--- config.mk ---
export PLATFORM = sky130hd
export DESIGN_NAME = rph_ctrl
export DESIGN_NICKNAME = d
export VERILOG_FILES = /design/src/rtl/core/rph_pkg.sv /design/src/rtl/core/rph_ctrl.sv
export SDC_FILE = /design/constraint.sdc
export NUM_CORES = 1
export LEC_CHECK = 0
export BUFFER_PORTS_ARGS = -buffer_cell sky130_fd_sc_hd__buf_2
export CAP_MARGIN = 15
export CORE_MARGIN = 2
export CORE_UTILIZATION = 40
export DETAILED_ROUTE_END_ITERATION = 6
export HOLD_SLACK_MARGIN = 0.03
export MAX_ROUTING_LAYER = met4
export PLACE_DENSITY = 0.7
export SYNTH_ARGS = -nofsm -noshare
export SYNTH_HDL_FRONTEND = slang
export SYNTH_SLANG_ARGS = --single-unit
--- constraint.sdc ---
create_clock -name clk -period 7.8 [get_ports clk]
set_input_delay 1.95 -clock clk [delete_from_list [all_inputs] [get_ports clk]]
set_output_delay 1.95 -clock clk [all_outputs]
set_load 0.01 [all_outputs]
--- src/rtl/core/rph_pkg.sv ---
// ----------------------------------------------------------------------------
// rph_pkg
// Shared types and codes for the request priority heap.
// ----------------------------------------------------------------------------
package rph_pkg;

  localparam int ENTRY_W = 80;  // arrival_time, request_id, burnout_time

  typedef enum logic [1:0] {
    ST_PUSHED  = 2'd0,
    ST_POPPED  = 2'd1,
    ST_FULL    = 2'd2,
    ST_EMPTY   = 2'd3
  } status_t;

  typedef struct packed {
    logic [31:0] burnout_time;
    logic [15:0] request_id;
    logic [31:0] arrival_time;
  } entry_t;

  // controller -> datapath
  typedef struct packed {
    logic load_in;     // capture input request into cur
    logic cap_cur;     // capture read data into cur (last entry on pop)
    logic cap_a;       // capture read data into reg a
    logic cap_b;       // capture read data into reg b
    logic cap_top;     // capture read data as popped root
    logic res_load;    // load the output entry register
    logic res_pop;     // output entry is the popped root, else zero
  } dp_cmd_t;

  // true when x must sit above y
  function automatic logic ranks_before(input entry_t x, input entry_t y,
                                        input logic mode);
    if (mode && x.burnout_time != y.burnout_time)
      return x.burnout_time < y.burnout_time;
    if (x.arrival_time != y.arrival_time)
      return x.arrival_time < y.arrival_time;
    return x.request_id < y.request_id;
  endfunction

endpackage

--- src/rtl/core/rph_ctrl.sv ---
// ----------------------------------------------------------------------------
// rph_ctrl
// Sequencer for heap push (sift up) and pop (sift down). Holds the
// position and size, drives the RAM, compares through the datapath.
// ----------------------------------------------------------------------------
module rph_ctrl import rph_pkg::*; #(
  parameter int CAPACITY = 64,
  localparam int AW = $clog2(CAPACITY),
  localparam int CW = $clog2(CAPACITY + 1)
) (
  input  logic          clk,
  input  logic          rst,
  input  logic          in_valid,
  output logic          in_ready,
  input  logic          in_cmd,
  output logic          out_valid,
  input  logic          out_ready,
  output status_t       out_status,
  output logic [CW-1:0] out_count,
  input  logic          mode,
  input  entry_t        cur,
  input  entry_t        ra,
  input  entry_t        rb,
  output dp_cmd_t       cmd,
  output logic          ram_we,
  output logic          ram_re,
  output logic [AW-1:0] ram_addr,
  output logic [1:0]    wsel     // 0 cur, 1 ra, 2 rb
);

  typedef enum logic [3:0] {
    S_IDLE, S_UP_RD, S_UP_WT, S_UP_CMP,
    S_POP_RD0, S_POP_RDL, S_POP_CAPL,
    S_DN_RDL, S_DN_RDR, S_DN_CAPL, S_DN_CMP,
    S_WRITE, S_DONE
  } state_t;

  state_t         state;
  status_t        op_status;
  logic [CW-1:0]  count;
  logic [CW-1:0]  pos;       // wide enough for child index compare
  logic [CW:0]    left;
  logic           right_ok;
  logic           res_load;  // result moves into the output register

  assign in_ready = (state == S_IDLE);
  assign left     = {pos, 1'b1};
  assign res_load = (state == S_DONE) && (!out_valid || out_ready);

  logic pick_l, pick_r;
  logic [CW:0] l_idx;
  always_comb begin
    l_idx  = left;
    pick_l = (left < (CW+1)'(count)) && ranks_before(ra, cur, mode);
    pick_r = right_ok && ranks_before(rb, pick_l ? ra : cur, mode);
  end

  always_comb begin
    cmd      = '0;
    ram_we   = 1'b0;
    ram_re   = 1'b0;
    ram_addr = pos[AW-1:0];
    wsel     = 2'd0;
    case (state)
      S_IDLE: begin
        cmd.load_in = in_valid && in_ready;
        ram_re      = in_valid && in_ready && in_cmd;
        ram_addr    = '0;
      end
      S_UP_RD: begin
        ram_re   = 1'b1;
        ram_addr = AW'((pos - 1'b1) >> 1);
      end
      S_UP_WT:  cmd.cap_a = 1'b1;
      S_POP_RD0: cmd.cap_top = 1'b1;
      S_POP_RDL: begin
        ram_re   = 1'b1;
        ram_addr = count[AW-1:0];
      end
      S_POP_CAPL: cmd.cap_cur = 1'b1;  // last entry becomes the moving entry
      S_DN_RDL: begin
        ram_re   = 1'b1;
        ram_addr = l_idx[AW-1:0];
      end
      S_DN_RDR: begin
        ram_re   = 1'b1;
        ram_addr = AW'(l_idx + 1'b1);
        cmd.cap_a = 1'b1;
      end
      S_DN_CAPL: cmd.cap_b = 1'b1;
      S_WRITE: begin
        ram_we = 1'b1;
        wsel   = 2'd0;
      end
      S_UP_CMP: begin
        if (ranks_before(cur, ra, mode)) begin
          ram_we = 1'b1;
          wsel   = 2'd1;   // parent moves down into pos
        end
      end
      S_DN_CMP: begin
        if (pick_l || pick_r) begin
          ram_we = 1'b1;
          wsel   = pick_r ? 2'd2 : 2'd1;  // child moves up into pos
        end
      end
      default: ;
    endcase
    cmd.res_load = res_load;
    cmd.res_pop  = (op_status == ST_POPPED);
  end

  always_ff @(posedge clk) begin
    if (rst) begin
      state      <= S_IDLE;
      count      <= '0;
      pos        <= '0;
      out_valid  <= 1'b0;
      out_status <= ST_PUSHED;
      out_count  <= '0;
      op_status  <= ST_PUSHED;
      right_ok   <= 1'b0;
    end else begin
      if (res_load) begin
        out_valid  <= 1'b1;
        out_status <= op_status;
        out_count  <= count;
      end else if (out_valid && out_ready) begin
        out_valid <= 1'b0;
      end
      case (state)
        S_IDLE: begin
          if (in_valid && in_ready) begin
            if (!in_cmd) begin
              if (count == CW'(CAPACITY)) begin
                op_status <= ST_FULL;
                state     <= S_DONE;
              end else begin
                pos       <= count;
                count     <= count + 1'b1;
                op_status <= ST_PUSHED;
                state     <= (count == '0) ? S_WRITE : S_UP_RD;
              end
            end else begin
              if (count == '0) begin
                op_status <= ST_EMPTY;
                state     <= S_DONE;
              end else begin
                count     <= count - 1'b1;
                op_status <= ST_POPPED;
                pos       <= '0;
                state     <= S_POP_RD0;
              end
            end
          end
        end
        S_UP_RD: state <= S_UP_WT;
        S_UP_WT: state <= S_UP_CMP;
        S_UP_CMP: begin
          if (ranks_before(cur, ra, mode)) begin
            pos   <= (pos - 1'b1) >> 1;
            state <= (((pos - 1'b1) >> 1) == '0) ? S_WRITE : S_UP_RD;
          end else begin
            state <= S_WRITE;
          end
        end
        S_POP_RD0: state <= (count == '0) ? S_DONE : S_POP_RDL;
        S_POP_RDL: state <= S_POP_CAPL;
        S_POP_CAPL: state <= S_DN_RDL;
        S_DN_RDL: begin
          if (l_idx >= (CW+1)'(count)) state <= S_WRITE;
          else state <= S_DN_RDR;
        end
        S_DN_RDR: begin
          right_ok <= (l_idx + 1'b1) < (CW+1)'(count);
          state    <= S_DN_CAPL;
        end
        S_DN_CAPL: state <= S_DN_CMP;
        S_DN_CMP: begin
          if (pick_r) begin
            pos   <= CW'(l_idx + 1'b1);
            state <= S_DN_RDL;
          end else if (pick_l) begin
            pos   <= CW'(l_idx);
            state <= S_DN_RDL;
          end else begin
            state <= S_WRITE;
          end
        end
        S_WRITE: state <= S_DONE;
        S_DONE: begin
          if (res_load) state <= S_IDLE;
        end
        default: state <= S_IDLE;
      endcase
    end
  end

`ifndef NO_ASSERTIONS
  a_count_range: assert property (@(posedge clk) disable iff (rst)
    count <= CW'(CAPACITY)) else $error("count beyond capacity");
  a_no_accept_busy: assert property (@(posedge clk) disable iff (rst)
    (state != S_IDLE) |-> !in_ready) else $error("ready while busy");
  a_done_valid: assert property (@(posedge clk) disable iff (rst)
    (state == S_DONE) |=> out_valid) else $error("result not raised");
  a_result_hold: assert property (@(posedge clk) disable iff (rst)
    (out_valid && !out_ready) |=>
      (out_valid && $stable(out_status) && $stable(out_count)))
    else $error("result changed while stalled");
`endif

endmodule

==> results of run 1 <==
==> sequential cells by signal, indices dropped and copies added (netlist names) <==
name	cells
count	7
op_status	2
out_count	7
out_status	2
out_valid	1
pos	7
right_ok	1
state	4
==> cell families (layout without fill, tap and decap cells) <==
logic type	after synthesis	after routing	share of synthesized area
XOR/XNOR	17	17	0.0201
AO/OA/AOI/OAI	317	317	0.268
AND/OR/NAND/NOR	357	357	0.230
flip-flops	31	31	0.0839
other	0	9	0
multiplexers	3	3	0.00440
buffers and inverters	145	573	0.0798
adder cells (fa/ha/maj)	185	185	0.314
==> per-layer routing <==
metal / part of all wire / up-vias
met5: 0 / -
met4: 0.040 / 0
met3: 0.061 / 86
met2: 0.48 / 413
met1: 0.42 / 4265
li1: - / 4706
==> cells in the mapped netlist, drive strengths merged (7+ instances only) <==
master,n
a21oi,158
inv,107
nand2b,16
nor3,20
ha,184
a21o,17
o211ai,11
clkbuf,18
buf,19
nand2,72
nand4,32
a31oi,10
a211oi,13
xnor2,12
dfxtp,31
o21ai,41
o221ai,7
nand3,27
nor2,147
nor2b,14
a211o,8
nor4,12
==> power by group <==
part           switching (mW)  internal (mW)
Sequential              0.130          0.206
Combinational            1.44           1.27
Clock                  0.0771          0.159
==> worst paths after layout <==
path	from	endpoint	slack (ps)	cells past startpoint
setup / recovery	ra[76]	ram_we	-700	24
hold / removal	out_status[0]$_SDFFE_PP0P_	out_status[0]$_SDFFE_PP0P_	450	2
setup reg to reg	pos[1]$_SDFFE_PP0P_	state[2]$_SDFFE_PP0P_	820	39
hold reg to reg	out_status[0]$_SDFFE_PP0P_	out_status[0]$_SDFFE_PP0P_	450	2
==> critical path: cells and delay by family <==
| kind | cells | cell delay [ps] |
|---|---|---|
| buffers and inverters | 5 | 550 |
| multiplexers | 1 | 300 |
| AO/OA/AOI/OAI | 9 | 1570 |
| AND/OR/NAND/NOR | 7 | 1670 |
| adder cells (fa/ha/maj) | 2 | 500 |
==> area by class of cell <==
class,count,area share
clock inverter,2,0.00315
tap,229,0.0258
antenna,9,0.00202
inverter,108,0.0391
timing repair buffer,457,0.266
sequential,31,0.0558
clock buffer,6,0.0125
multi-input combinational,879,0.595
==> timing repair <==
action	4_1_cts	5_1_grt
gates resized for setup	79	22
setup buffers	44	3
pin swaps	44	27
endpoints found under the setup margin	3	4
cloned	2	0
==> metrics.yaml, run 1 <==
viasPerCell: 5.50
first_iter_violations: 648
dpl_cell_area_mm2: 0.0101
port_buffers: 273
use_met3: 0.0291
worst_pin_slew_ps: 991
finalCritPeriodShare: 1.09
vdd_drop_max_mv: 0.196
grt_usage: 0.287
antenna_found_initial: 9
drt-total-wl_um: 28400
syn_inst: 1055
status: "finished with violations"
critPathMaxStageDelay_ps: 430
path_max_fanout: 4
violations: "DRC, setup timing"
path_clk_slew_ps: 50
dieArea_mm2: 0.0196
insertion_delay_ps: 290
grt_pass1_vias: 9352
drc: 44
fin_util: 0.615
row_count: 49
root_buffer: "clkbuf_16"
met2_usage: 0.503
fillers: 1617
final_common_cell: "buf_2"
ys.flop_type: "dfxtp_1"
slew_viol_final: 0
rsz0062_at_grt: "true"
timing.final.ws_setup_ps: -695
syn_area_per_cell_um2: 7.01
die-width_um: 140
cp_cell_sequence: "buf_6, inv_4, ha_4, nand4_1, nor4_4, a31oi_4, a31oi_1, a21boi_4, a21oi_2, or2_4, buf_12, buf_6, mux2_4, ha_4, nand4_1, nor4_2, nand4_1, a311oi_2, a21boi_4, o31ai_4, o21ai_2, o211ai_1, nand2_1, buf_2"
synth_area_leaders: "ha_1, a21oi_1, dfxtp_1, nor2_1, inv_1"
top_usage_layer: "met2"
cp-start-kind: "primary input"
hold_violations: 0
yosysUniqueCellTypes: 69
core_mm2: 0.0181
cts_num_sinks: 31
yosys_warnings: 0
slew_headroom: 0.334
final_nets: 1913
start_util: 0.409
power_leakage_nw: 5.74
min_path_type: "reg -> reg"
skew_ps: 6.77
cp_slowest_cell: "nor4_4"
place_inst: 1656
numCtsBuffers: 5
ant_nets: 0
drive_above_1_share: 0.374
dp_hpwl_um: 23300
wl_per_cell_um: 16.5
layout-area-overhead-vs-synth_pct: 50.3
firstDrtPassIters: 7
io_pins: 274
period_needed_ps: 8500
synth_top_area_frac: 0.311
synth_seq_cells: 31
crit_top_cell: "nand4_1"
final_area_mm2: 0.0111
gp_congestion: 0.964
endpoint_kind: "output port"
cts_tree: "yes"
gr-usage-met1: 0.341
hold_buffers: 0
final_cells: 1721
multi_input_area_mm2: 0.00662
yosys.area.top_type: "ha_1"
synthArstFlopShare: 0
powerDensity_mw_per_mm2: 295
h-tree-depth: 2
overflow: 0
hold_ws_ps: 452
netlist_area_mm2: 0.00740
post-place-ws_ps: -929
max_freq_ghz: 0.118
required_ps: 5850
cts_buffer_depth: 2
synth_nets: 1486
register_area_um2: 621
p_total_mw: 3.28
cap_violations: 0
yosysSeqAreaShare: 0.0839
setup_viol: 4
grt_first_pass_wirelength_um: 44900
grt_max_degree: 34
cp_data_arrival_time_ps: 6550
path_class: "in -> out"
final_cell_mix: "buf_2, ha_1, buf_4, a21oi_1, nor2_1"
fin_setup_tns_ps: -2710
synth_edf_count: 0
die_h_um: 140
vias: 9470
(Power assumes the default switching activity.)
==> inputs of run 2 (changes only) <==
Settings changed: ABC_AREA set to 1, CORE_ASPECT_RATIO set to 0.7, CTS_BUF_LIST set to sky130_fd_sc_hd__clkbuf_4 sky130_fd_sc_hd__clkbuf_8.
==> metrics.yaml, run 2 <==
status: "finished with violations"
violations: "setup timing"
powerDensity_mw_per_mm2: 285
critPathMaxStageDelay_ps: 420
yosys.area.top_type: "ha_1"
grt_max_degree: 23
power_frac_seq: 0.095
port_buffers: 273
holdPathStages: 2
gp_congestion: 0.973
yosysUniqueCellTypes: 49
final_cell_mix: "buf_2, a21oi_1, nand2_1, nor2_1, inv_1"
netlist_area_mm2: 0.00729
yosysSeqAreaShare: 0.0851
final_area_mm2: 0.0111
fillers: 1601
cp_slowest_cell: "o41ai_4"
met2_length_um: 13200
r2r_start: "pos[2]$_SDFFE_PP0P_"
synthArstFlopShare: 0
cp-start-kind: "primary input"
dieArea_mm2: 0.0193
start_util: 0.406
cts_num_sinks: 31
final_common_cell: "buf_2"
synth_top_family_by_area: "adder cells"
cp_data_arrival_time_ps: 5890
synth_top_area_frac: 0.316
rsz0062_at_grt: "true"
skew_ps: 6.60
swShare: 0.523
firstDrtPassIters: 6
timing.final.ws_setup_ps: -44.5
yosys_warnings: 0
wl_met3_um: 2020
cts_buffer_depth: 2
synth_most_common_cell: "nand2_1"
hold_buffers: 0
antenna_found_initial: 2
synth_area_leaders: "ha_1, a21oi_1, nand2_1, inv_1, nor2_1"
synth_compound_area_frac: 0.216
overflow: 0
rr_worst_depth: 28
die_h_um: 117
path_clk_slew_ps: 70
vias: 9216
worst_pin_slew_ps: 967
ys.flop_type: "dfxtp_1"
fin_setup_tns_ps: -49.5
synth_adder_area_share: 0.319
synth_commonest_cells: "nand2_1, ha_1, inv_1"
met1_length_um: 12600
synth-simple-area-share: 0.256
dp_hpwl_um: 21700
path_max_fanout: 8
holdPathEnd: "right_ok$_SDFFE_PP0P_"
layout-area-overhead-vs-synth_pct: 52.4
numCtsBuffers: 5
period_needed_ps: 7840
critPathTopFamily: "simple AND/OR/NAND/NOR gates"
io_pins: 274
p_int_mw: 1.51
h-tree-depth: 2
grt_first_pass_wirelength_um: 38500
wl_per_cell_um: 16.3
viasPerCell: 5.28
muxShareOfSynthArea: 0
first_iter_violations: 669
cts_tree: "yes"
synth_edf_count: 0
drive_above_1_share: 0.388
synth_nets: 1599
r2r-end: "pos[6]$_SDFFE_PP0P_"
hold_violations: 0
routed.top_layer: "met4"
cap_violations: 0
root_buffer: "clkbuf_8"
fin_util: 0.619
crit_top_cell: "nand2_1"
row_count: 41
min_path_type: "reg -> reg"
die-width_um: 165
syn_area_per_cell_um2: 6.24
hold_ws_ps: 472
switching_power_mw: 1.66
finalCritPeriodShare: 1.01
biggestRegsByFlops: "count: 7 flops, out_count: 7 flops, pos: 7 flops"
path_class: "in -> out"
required_ps: 5850
syn_inst: 1168
reg2reg_slack_ps: 2780
drc: 0
dpl_cell_area_mm2: 0.00931
max_freq_ghz: 0.127
slew_viol_final: 0
synth-xor-area-share: 0.0144
cp_num_buf_inv: 7
post-place-ws_ps: -286
grt_pass1_vias: 8216
vdd_drop_max_mv: 0.186
final_nets: 1937
core_mm2: 0.0180
pwr-share-clk: 0.053
endpoint_kind: "output port"
setup_viol: 2
synth_seq_cells: 31
power_leakage_nw: 5.80
drt-total-wl_um: 28400
power.share.combinational: 0.853
grt_usage: 0.258
insertion_delay_ps: 300
slew_headroom: 0.353
hp-start: "right_ok$_SDFFE_PP0P_"
ant_nets: 0
run 2: changes by cell type in the layout (fill, tap and decap cells not counted), sizes merged, moves of 12 or more:
cell	previous run	this run
nand2	72	214
nand2b	16	0
nor2b	14	0
inv	107	186
nor2	147	172
a21o	17	5
nor3	20	8
a21oi	158	179
buf	457	356
run 2: stage by stage:
stage	total power, mW	std cells
4_1_cts	2.86	1727
3_5_place_dp	2.54	1707
3_3_place_gp	2.52	1707
6_report	3.17	1745
5_1_grt	3.49	1745
2_1_floorplan	1.78	1168
run 2: worst max path at each step:
stage,start,endpoint,slack [ps],cells after the start
after floorplan,ra[31],ram_we,260,26
after global placement,ra[11],wsel[0],-140,31
after detailed placement,ra[11],wsel[0],-290,31
after CTS,ra[16],ram_we,6,32
after global routing,ra[73],ram_we,-320,30
final,cur[73],ram_we,-40,29
run 2: final cells by class:
type | count | area (um^2) | share of cell area
Antenna cell | 2 | 5.00 | 0.000451
Sequential cell | 31 | 621 | 0.0559
Clock buffer | 5 | 68.8 | 0.00620
Clock inverter | 3 | 43.8 | 0.00394
Tap cell | 236 | 295 | 0.0266
Multi-Input combinational cell | 925 | 7070 | 0.636
Inverter | 186 | 708 | 0.0638
Timing Repair Buffer | 357 | 2300 | 0.207
run 2: power groups by stage:
stage	Clock, mW	Sequential (mW)	Combinational [mW]
finish	0.167	0.301	2.70
global route	0.173	0.310	3.01
CTS	0.168	0.299	2.40
detailed placement	0	0.303	2.24
global placement	0	0.301	2.22
floorplan	0	0.287	1.50
run 2: cells by family (layout without fill, tap and decap cells):
logic type | Yosys count | after routing
AND/OR/NAND/NOR | 447 | 447
AO/OA/AOI/OAI | 281 | 281
buffers and inverters | 212 | 551
adder cells (fa/ha/maj) | 185 | 185
flip-flops | 31 | 31
XOR/XNOR | 12 | 12
other | 0 | 2
run 2: layer usage:
metal  track usage  up-vias
li1              -     4610
met1         0.342     4202
met2         0.424      340
met3        0.0321       64
met4        0.0552        0
met5             -        -
run 2: timing repair:
action,CTS,global route
gates cloned,1,1
resized for setup,51,248
pin swaps,31,90
setup endpoints to repair,3,3
setup buffers,12,15
run 2: worst reg2reg max path: cells and delay by family, from the launching register on:
kind / cells / cell delay (ps)
fa+ha+maj: 2 / 670
compound gates: 7 / 1410
simple gates: 11 / 1060
buf+inv: 8 / 1100
flops: 1 / 660
==> inputs of run 3 (changes only) <==
Settings changed: SETUP_SLACK_MARGIN set to 0.2.
==> metrics.yaml, run 3 (synthesis gave the netlist of run 2 again) <==
critPathMaxStageDelay_ps: 480
dieArea_mm2: 0.0193
fin_util: 0.639
path_max_fanout: 8
crit_top_cell: "nand2_4"
root_buffer: "clkbuf_8"
status: "finished with violations"
critical_path_depth: 31
cp_slowest_cell: "a2111oi_2"
cp_data_arrival_time_ps: 5920
cts_tree: "yes"
numCtsBuffers: 5
path_class: "in -> out"
start_util: 0.406
wl_met3_um: 2110
row_count: 41
endpoint_kind: "output port"
cp-start-kind: "primary input"
dpl_cell_area_mm2: 0.00931
vdd_drop_max_mv: 0.204
antenna_found_initial: 2
final_area_mm2: 0.0115
min_path_type: "reg -> reg"
biggestRegsByFlops: "count: 7 flops, out_count: 7 flops, pos: 7 flops"
hold_violations: 0
final_common_cell: "buf_2"
cap_violations: 0
cp-endpoint: "ram_we"
core_mm2: 0.0180
h-tree-depth: 2
grt_max_degree: 23
cp_num_buf_inv: 6
hold_ws_ps: 476
insertion_delay_ps: 300
finalCritPeriodShare: 1.01
grt_usage: 0.274
firstDrtPassIters: 6
reg2reg_slack_ps: 1110
drt-total-wl_um: 28700
startpoint: "cur[11]"
setup_viol: 3
io_pins: 274
vias: 9392
first_iter_violations: 679
die_h_um: 117
gp_congestion: 0.973
met1_length_um: 12500
port_buffers: 273
ant_nets: 0
slew_viol_final: 0
required_ps: 5850
period_needed_ps: 7870
cts_buffer_depth: 2
grt_first_pass_wirelength_um: 40900
fillers: 1558
critPathTopFamily: "simple AND/OR/NAND/NOR gates"
powerDensity_mw_per_mm2: 291
layout-area-overhead-vs-synth_pct: 57.4
drive_above_1_share: 0.397
max_freq_ghz: 0.127
skew_ps: 6.19
path_clk_slew_ps: 70
slew_headroom: 0.280
overflow: 0
final_cell_mix: "buf_2, nand2_1, a21oi_1, inv_1, nor2_1"
violations: "setup timing"
hold_buffers: 0
viasPerCell: 5.25
die-width_um: 165
r2r_start: "pos[2]$_SDFFE_PP0P_"
grt_pass1_vias: 8622
timing.final.ws_setup_ps: -69.5
met2_length_um: 13400
dp_hpwl_um: 21700
wl_per_cell_um: 16.1
routed.top_layer: "met4"
final_nets: 1981
rsz0062_at_grt: "true"
worst_pin_slew_ps: 1080
r2r-end: "state[2]$_SDFFE_PP0P_"
power_leakage_nw: 6.05
rr_worst_depth: 45
drc: 0
cts_num_sinks: 31
[run 3: timing repair]
action,4_1_cts,5_1_grt
cloned,4,0
gates resized for setup,157,139
buffers inserted,56,11
pin swaps,57,77
setup endpoints to repair,3,4
[run 3: worst min-delay path, delay by kind of cell, from the launching register on]
family	cells	cell delay, ps
flip-flops	1	320
AND/OR/NAND/NOR	1	60
AO/OA/AOI/OAI	1	60
[run 3: power by group]
group | total (mW) | switching [mW] | internal, mW
Clock | 0.167 | 0.0720 | 0.0951
Sequential | 0.301 | 0.0759 | 0.226
Combinational | 2.87 | 1.56 | 1.31
[run 3: how the worst min path moves through the flow]
stage / start / to / slack (ps) / depth (start not counted)
floorplan: op_status[1]$_SDFFE_PP0P_ / out_status[1]$_SDFFE_PP0P_ / 440 / 2
detailed placement: right_ok$_SDFFE_PP0P_ / right_ok$_SDFFE_PP0P_ / 460 / 2
global route: op_status[1]$_SDFFE_PP0P_ / out_status[1]$_SDFFE_PP0P_ / 500 / 2
finish: right_ok$_SDFFE_PP0P_ / right_ok$_SDFFE_PP0P_ / 480 / 2
CTS: right_ok$_SDFFE_PP0P_ / right_ok$_SDFFE_PP0P_ / 470 / 2
global placement: op_status[0]$_SDFFE_PP0P_ / op_status[0]$_SDFFE_PP0P_ / 460 / 2
[run 3: through the flow]
stage / total power, mW / std cells / setup TNS (ps) / setup WS (ps)
after floorplan: 1.78 / 1168 / 0 / 263
after global placement: 2.52 / 1707 / -357 / -142
after detailed placement: 2.54 / 1707 / -772 / -286
after CTS: 3.11 / 1775 / 0 / 40.3
after global routing: 3.67 / 1789 / -886 / -286
final: 3.34 / 1789 / -110 / -69.5
[run 3: layout make-up]
cell class | count | area (um^2) | area share
diodes | 2 | 5.00 | 0.000436
clock buffers | 5 | 68.8 | 0.00600
clock inverters | 3 | 43.8 | 0.00382
inverters | 186 | 711 | 0.0619
multi-input cells | 925 | 7030 | 0.612
flip-flops and latches | 31 | 621 | 0.0541
well taps | 236 | 295 | 0.0257
repair buffers | 401 | 2710 | 0.236
[run 3: layer usage]
layer / track usage / vias up
met5: - / -
met4: 0.0736 / 0
met2: 0.449 / 367
li1: - / 4705
met1: 0.358 / 4255
met3: 0.0349 / 65
